## config.mk

```make
export PLATFORM = sky130hd
export DESIGN_NAME = pip_cell
export DESIGN_NICKNAME = d
export VERILOG_FILES = /design/src/rtl/pip_pkg.sv /design/src/rtl/pip_cell.sv
export SDC_FILE = /design/constraint.sdc
export NUM_CORES = 1
export LEC_CHECK = 0
export ABC_AREA = 0
export BUFFER_PORTS_ARGS = -buffer_cell sky130_fd_sc_hd__buf_4
export CAP_MARGIN = 25
export CORE_MARGIN = 4
export CORE_UTILIZATION = 36
export DETAILED_ROUTE_END_ITERATION = 6
export PLACE_DENSITY = 0.87
export SYNTH_ARGS = -nofsm -noshare
export SYNTH_HDL_FRONTEND = slang
export SYNTH_SLANG_ARGS = --single-unit
```

## constraint.sdc

```tcl
create_clock -name clk_i -period 1.5 [get_ports clk_i]
set_input_delay 0.15 -clock clk_i [delete_from_list [all_inputs] [get_ports clk_i]]
set_output_delay 0.15 -clock clk_i [all_outputs]
set_load 0.1 [all_outputs]
```

## src/rtl/pip_pkg.sv

```systemverilog
package pip_pkg;

  // Sizes
  localparam int unsigned MaxVertices = 64;
  localparam int unsigned CoordWidth  = 32;
  localparam int unsigned FieldWidth  = 32;
  localparam int unsigned ModeWidth   = 2;
  localparam int unsigned CountWidth  = $clog2(MaxVertices + 1);
  localparam int unsigned DiffWidth   = CoordWidth + 1;
  localparam int unsigned MagWidth    = CoordWidth;
  localparam int unsigned ProdWidth   = 2 * MagWidth;
  localparam int unsigned SvalWidth   = ProdWidth + 1;

  // Item modes
  localparam logic [ModeWidth-1:0] ModeAppend = 2'd0;
  localparam logic [ModeWidth-1:0] ModeTest   = 2'd1;
  localparam logic [ModeWidth-1:0] ModeClear  = 2'd2;

  typedef logic signed [CoordWidth-1:0] coord_t;
  typedef logic signed [DiffWidth-1:0]  diff_t;
  typedef logic        [MagWidth-1:0]   mag_t;
  typedef logic        [ProdWidth-1:0]  prod_t;
  typedef logic signed [SvalWidth-1:0]  sval_t;

  typedef struct packed {
    coord_t x;
    coord_t y;
  } vertex_t;

  // Per-cell control from the sequencer
  typedef struct packed {
    logic append;
    logic rotate;
    logic last;
  } cell_ctrl_t;

  // One edge handed to the crossing pipeline
  typedef struct packed {
    logic    valid;
    vertex_t a;
    vertex_t b;
    vertex_t p;
  } edge_req_t;

  typedef struct packed {
    logic valid;
    logic hit;
  } edge_res_t;

  // Sign-extended difference a - b
  function automatic diff_t sub_ext(coord_t a, coord_t b);
    diff_t ea;
    diff_t eb;
    ea = {a[CoordWidth-1], a};
    eb = {b[CoordWidth-1], b};
    return ea - eb;
  endfunction

  // Magnitude of a difference; always fits in CoordWidth bits
  function automatic mag_t abs_mag(diff_t d);
    diff_t neg;
    neg = -d;
    return d[DiffWidth-1] ? neg[MagWidth-1:0] : d[MagWidth-1:0];
  endfunction

endpackage

```

## src/rtl/pip_cell.sv

```systemverilog
module pip_cell (
  input  logic                clk_i,
  input  pip_pkg::cell_ctrl_t ctrl_i,
  input  pip_pkg::vertex_t    prev_i,
  input  pip_pkg::vertex_t    next_i,
  input  pip_pkg::vertex_t    head_i,
  output pip_pkg::vertex_t    vtx_o
);

  pip_pkg::vertex_t vtx_d;
  pip_pkg::vertex_t vtx_q;

  // Shift in on append, rotate toward the head on a query walk
  always_comb begin
    vtx_d = vtx_q;
    if (ctrl_i.append) begin
      vtx_d = prev_i;
    end else if (ctrl_i.rotate) begin
      vtx_d = ctrl_i.last ? head_i : next_i;
    end
  end

  always_ff @(posedge clk_i) begin
    vtx_q <= vtx_d;
  end

  assign vtx_o = vtx_q;

endmodule

```

==> flow_metrics.env, run 1 <==
export IMPL_cp_cell_sequence="buf_4"
export IMPL_nets=726
export IMPL_cts_tree="done"
export IMPL_final_hold_viol_count=0
export IMPL_fp_dieW_um=104
export IMPL_numCtsBuffers=9
export IMPL_fin_tns_setup_ns=0
export IMPL_grt_pass1_vias=3151
export IMPL_layout_drive_gt1_share=0.515
export IMPL_worstMarginPinSlew_ns=0.840
export IMPL_p_per_area_mw_per_mm2=1120
export IMPL_grt_max_degree=129
export IMPL_synth_top_area_share=0.577
export IMPL_avgSynthCellArea_um2=12.0
export IMPL_synthToLayoutAreaGrowth_pct=62.9
export IMPL_core_mm2=0.00885
export IMPL_die_area_mm2=0.0109
export IMPL_power_leakage_nw=2.62
export IMPL_ctsHoldBuffers=0
export IMPL_synthCells=278
export IMPL_fin_crit_sh=0.746
export IMPL_vdd_drop_max_mv=0.521
export IMPL_synth_area_leader_cell="edfxtp_1"
export IMPL_io_pins=260
export IMPL_cts_resized=0
export IMPL_post_cts_setup_buffers=0
export IMPL_dp_hpwl_mm=7.93
export IMPL_num_vias=3042
export IMPL_min_to="vtx_o[52]$_DFFE_PP_"
export IMPL_fmax_mhz=894
export IMPL_crit_slowest_cell="edfxtp_1"
export IMPL_max_slew_margin=0.440
export IMPL_worstPathArrival_ns=0.97
export IMPL_drv_slew=0
export IMPL_grt_use_total=0.173
export IMPL_wl_met2_mm=5.12
export IMPL_holdPathStages=3
export IMPL_synthDistinctLibCells=11
export IMPL_num_rows=34
export IMPL_cap_viol_max_count=0
export IMPL_ant_nets=0
export IMPL_cp_top_family="flip-flops"
export IMPL_hold_start="prev_i[52]"
export IMPL_period_needed_ns=1.12
export IMPL_yosys_register_bits=64
export IMPL_dr_pass1_iters=4
export IMPL_critPathMaxStageDelay_ns=0.32
export IMPL_die_height_um=104
export IMPL_cts_max_level=3
export IMPL_status="complete, no violations"
export IMPL_route_met3_wl_mm=1.03
export IMPL_grt_pass1_wl_mm=14.9
export IMPL_initial_core_util=0.376
export IMPL_clock_sinks=64
export IMPL_routed_top_layer="met4"
export IMPL_fillCellCount=712
export IMPL_drt_met1_wl_mm=3.33
export IMPL_viasPerCell=4.74
export IMPL_cts_root_buf="clkbuf_8"
export IMPL_drc_errors=0
export IMPL_cp_max_fo=1
export IMPL_hp_class="in2reg"
export IMPL_grt_antenna_before_repair=0
export IMPL_setup_violations_final=0
export IMPL_largest_reg_flops=64
export IMPL_grt_setup_unrepaired="false"
export IMPL_yosysWarningCount=0
export IMPL_dp_cells=627
export IMPL_critical_path_class="reg2out"
export IMPL_end_kind="primary output"
export IMPL_first_iter_violations=102
export IMPL_yosysSeqAreaShare=0.577
export IMPL_clock_path_buffers=2
export IMPL_overflow=0
export IMPL_clk_pin_slew_worst_paths_ns=0.07
export IMPL_diodes=0
export IMPL_critical_path_required_ns=1.35
export IMPL_final_cell_count_no_fill=642
export IMPL_synthesis_area_mm2=0.00333
export IMPL_yosys_top_cells_area="edfxtp_1 (58%), mux2i_1 (19%), o21ai_1 (9.0%), nand2_1 (7.2%), buf_12 (3.6%)"
export IMPL_portBuffers=259
export IMPL_place_gp_congestion=0.820
export IMPL_wire_per_inst_um=15.2
export IMPL_path_buf_inv=1
export IMPL_worstSetupStartpointType="flop"
export IMPL_wl_mm=9.76
export IMPL_syn_num_nets=474
[tightest hold or removal path, delay by kind of cell]
kind                   cells  cell delay (ns)
AND/OR/NAND/NOR            1             0.04
AO/OA/AOI/OAI              1             0.06
buffers and inverters      1             0.08
[layout make-up]
type | count | area, µm² | share of cell area
clock inverters | 5 | 25.0 | 0.00461
clock buffers | 10 | 128 | 0.0235
repair buffers | 262 | 2000 | 0.370
well taps | 108 | 135 | 0.0249
multi-input cells | 193 | 1210 | 0.223
flip-flops and latches | 64 | 1920 | 0.354
[stage by stage]
| stage | utilization | total power [mW] | setup slack [ns] | instance area, µm² | hold WS (ns) |
|---|---|---|---|---|---|
| 2_1_floorplan | - | 4.19 | 0.265 | 3330 | 0.341 |
| 3_3_place_gp | 0.596 | 4.93 | 0.172 | 5270 | 0.440 |
| 3_5_place_dp | 0.596 | 4.97 | 0.143 | 5270 | 0.442 |
| 4_1_cts | 0.613 | 6.15 | 0.347 | 5420 | 0.0863 |
| 5_1_grt | 0.613 | 6.34 | 0.322 | 5420 | 0.0921 |
| 6_report | 0.613 | 6.09 | 0.381 | 5420 | 0.106 |
[placed cells by master (no fill, tap or decap)]
master and instances:
edfxtp_1 64, or2_4 1, buf_12 3, clkinv_2 2, mux2i_1 64, o21ai_1 60
clkbuf_1 1, buf_4 259, nand2_1 64, o21ai_0 4, clkinv_1 2, clkbuf_8 9
clkinvlp_4 1
[worst max-delay path by stage]
stage / startpoint / endpoint / slack, ns / cells past startpoint
floorplan: ctrl_i[2] / vtx_o[0]$_DFFE_PP_ / 0.26 / 2
global placement: ctrl_i[2] / vtx_o[41]$_DFFE_PP_ / 0.17 / 2
detailed placement: ctrl_i[2] / vtx_o[30]$_DFFE_PP_ / 0.14 / 2
CTS: vtx_o[11]$_DFFE_PP_ / vtx_o[11] / 0.35 / 1
global route: vtx_o[0]$_DFFE_PP_ / vtx_o[0] / 0.32 / 1
finish: vtx_o[0]$_DFFE_PP_ / vtx_o[0] / 0.38 / 1
[logic make-up after synthesis]
family                 count (synthesis)  synth area share
buffers and inverters                 21            0.0601
AO/OA/AOI/OAI                         64            0.0962
multiplexers                          64             0.192
flip-flops                            64             0.577
AND/OR/NAND/NOR                       65            0.0740
[routing by layer]
metal  vias to the layer above  global-route usage
met4                         0              0.0788
li1                       1515                   -
met3                        24              0.0764
met2                       167               0.309
met1                      1336               0.172
met5                         -                   0
[synth_stat cells]
cell type and count:
buf_12 6, buf_2 7, buf_4 1, buf_8 1
clkbuf_1 6, edfxtp_1 64, mux2i_1 64, nand2_1 64
o21ai_0 4, o21ai_1 60, or2_2 1
[where the power goes]
group          leakage (nW)  switching, mW  total (mW)  internal, mW
clock                0.0770          0.606        1.18         0.572
combinational          1.88           1.91        2.64         0.723
sequential            0.659         0.0556        2.27          2.22
total                  2.62           2.58        6.09          3.51
No activity file was read; power rests on OpenSTA's default activity.
==> inputs of run 2 (changes only) <==
- clock period: 1.5 -> 0.95 ns (I/O delays scaled with it)
==> flow_metrics.env, run 2 (synthesized netlist as in run 1, its figures left out) <==
export IMPL_dp_hpwl_mm=8.34
export IMPL_cts_max_level=3
export IMPL_io_pins=260
export IMPL_crit_slowest_cell="edfxtp_1"
export IMPL_first_iter_violations=106
export IMPL_status="finished with violations"
export IMPL_period_needed_ns=1.05
export IMPL_holdWs_ns=0.0493
export IMPL_path_buf_inv=1
export IMPL_nets=730
export IMPL_final_hold_viol_count=0
export IMPL_numCtsBuffers=9
export IMPL_violations="negative setup slack"
export IMPL_worst_slack_ns=-0.101
export IMPL_power_leakage_nw=2.75
export IMPL_fin_crit_sh=1.11
export IMPL_cp_max_fo=1
export IMPL_diodes=0
export IMPL_cp_cell_sequence="buf_6"
export IMPL_hp_class="in2reg"
export IMPL_grt_pass1_vias=3254
export IMPL_layout_commonest_cell="buf_4"
export IMPL_drv_slew=0
export IMPL_synthToLayoutAreaGrowth_pct=72.9
export IMPL_die_area_mm2=0.0109
export IMPL_layout_drive_gt1_share=0.518
export IMPL_cap_viol_max_count=0
export IMPL_die_height_um=104
export IMPL_grt_pass1_wl_mm=16.7
export IMPL_wire_per_inst_um=16.8
export IMPL_num_rows=34
export IMPL_critical_path_required_ns=0.85
export IMPL_final_util=0.651
export IMPL_cts_root_buf="clkbuf_8"
export IMPL_worstSetupStartpointType="flop"
export IMPL_fp_dieW_um=104
export IMPL_worstMarginPinSlew_ns=0.286
export IMPL_ctsHoldBuffers=0
export IMPL_cp_top_family="flip-flops"
export IMPL_worstPathArrival_ns=0.96
export IMPL_core_mm2=0.00885
export IMPL_end_kind="primary output"
export IMPL_mostFrequentLayoutCells="buf_4 (196), mux2i_1 (64), nand2_1 (64), buf_6 (64), edfxtp_1 (64)"
export IMPL_cts_resized=64
export IMPL_critPathMaxStageDelay_ns=0.42
export IMPL_num_vias=3140
export IMPL_grt_antenna_before_repair=0
export IMPL_vdd_drop_max_mv=0.689
export IMPL_viasPerCell=4.85
export IMPL_grt_setup_unrepaired="true"
export IMPL_clock_path_buffers=2
export IMPL_p_per_area_mw_per_mm2=1780
export IMPL_place_gp_congestion=0.757
export IMPL_dr_pass1_iters=4
export IMPL_setup_violations_final=64
export IMPL_clock_sinks=64
export IMPL_wl_mm=10.9
export IMPL_largest_reg_flops=64
export IMPL_drc_errors=0
export IMPL_ant_nets=0
export IMPL_cts_tree="done"
export IMPL_fmax_mhz=952
export IMPL_max_slew_margin=0.809
export IMPL_post_cts_setup_buffers=0
export IMPL_initial_core_util=0.376
export IMPL_grt_max_degree=67
export IMPL_overflow=0
export IMPL_clk_pin_slew_worst_paths_ns=0.07
export IMPL_critical_path_class="reg2out"
export IMPL_grt_use_total=0.194
export IMPL_portBuffers=259
[run 2: cell types whose count changed in the layout (fill, tap and decap cells not counted), sizes merged]
cell,change
buf,+4
bufinv,+1
clkbuf,+1
clkinvlp,-1
[run 2: cell type report]
cell class	count	area, µm²
multi-input cells	193	1210
fillers	654	3090
clock inverters	5	47.5
clock buffers	11	131
repair buffers	266	2310
well taps	108	135
flip-flops and latches	64	1920
[run 2: tightest hold or removal path: stages]
cell     delay, ns
buf_4         0.08
nand2_1       0.04
o21ai_1       0.05
[run 2: report_power, final]
group	internal (mW)	switching, mW
Sequential	3.50	0.152
Clock	1.19	0.997
Combinational	1.38	3.03
Total	6.07	4.18
[run 2: metal layers]
layer / global-route usage / vias to the layer above / part of all wire / routed length (µm)
li1: - / 1522 / - / -
met1: 0.198 / 1414 / 0.34 / 3720
met2: 0.354 / 182 / 0.53 / 5710
met3: 0.0739 / 22 / 0.10 / 1130
met4: 0.0826 / 0 / 0.028 / 302
met5: 0 / - / 0 / 0
[run 2: worst paths after layout]
check / from / end / slack [ns] / depth (start not counted)
worst max-delay path: vtx_o[46]$_DFFE_PP_ / vtx_o[46] / -0.10 / 1
worst min-delay path: prev_i[50] / vtx_o[50]$_DFFE_PP_ / 0.05 / 3
[run 2: metrics by stage]
step	TNS (ns)	cell area, µm²	cells	setup slack [ns]	power [mW]
floorplan	-12.80	3340	278	-0.151	6.62
global placement	-4.82	5340	631	-0.144	7.81
detailed placement	-7.58	5340	631	-0.165	7.87
CTS	-4.93	5760	647	-0.118	10.3
global route	-6.03	5760	647	-0.134	10.6
finish	-3.32	5760	647	-0.101	10.3
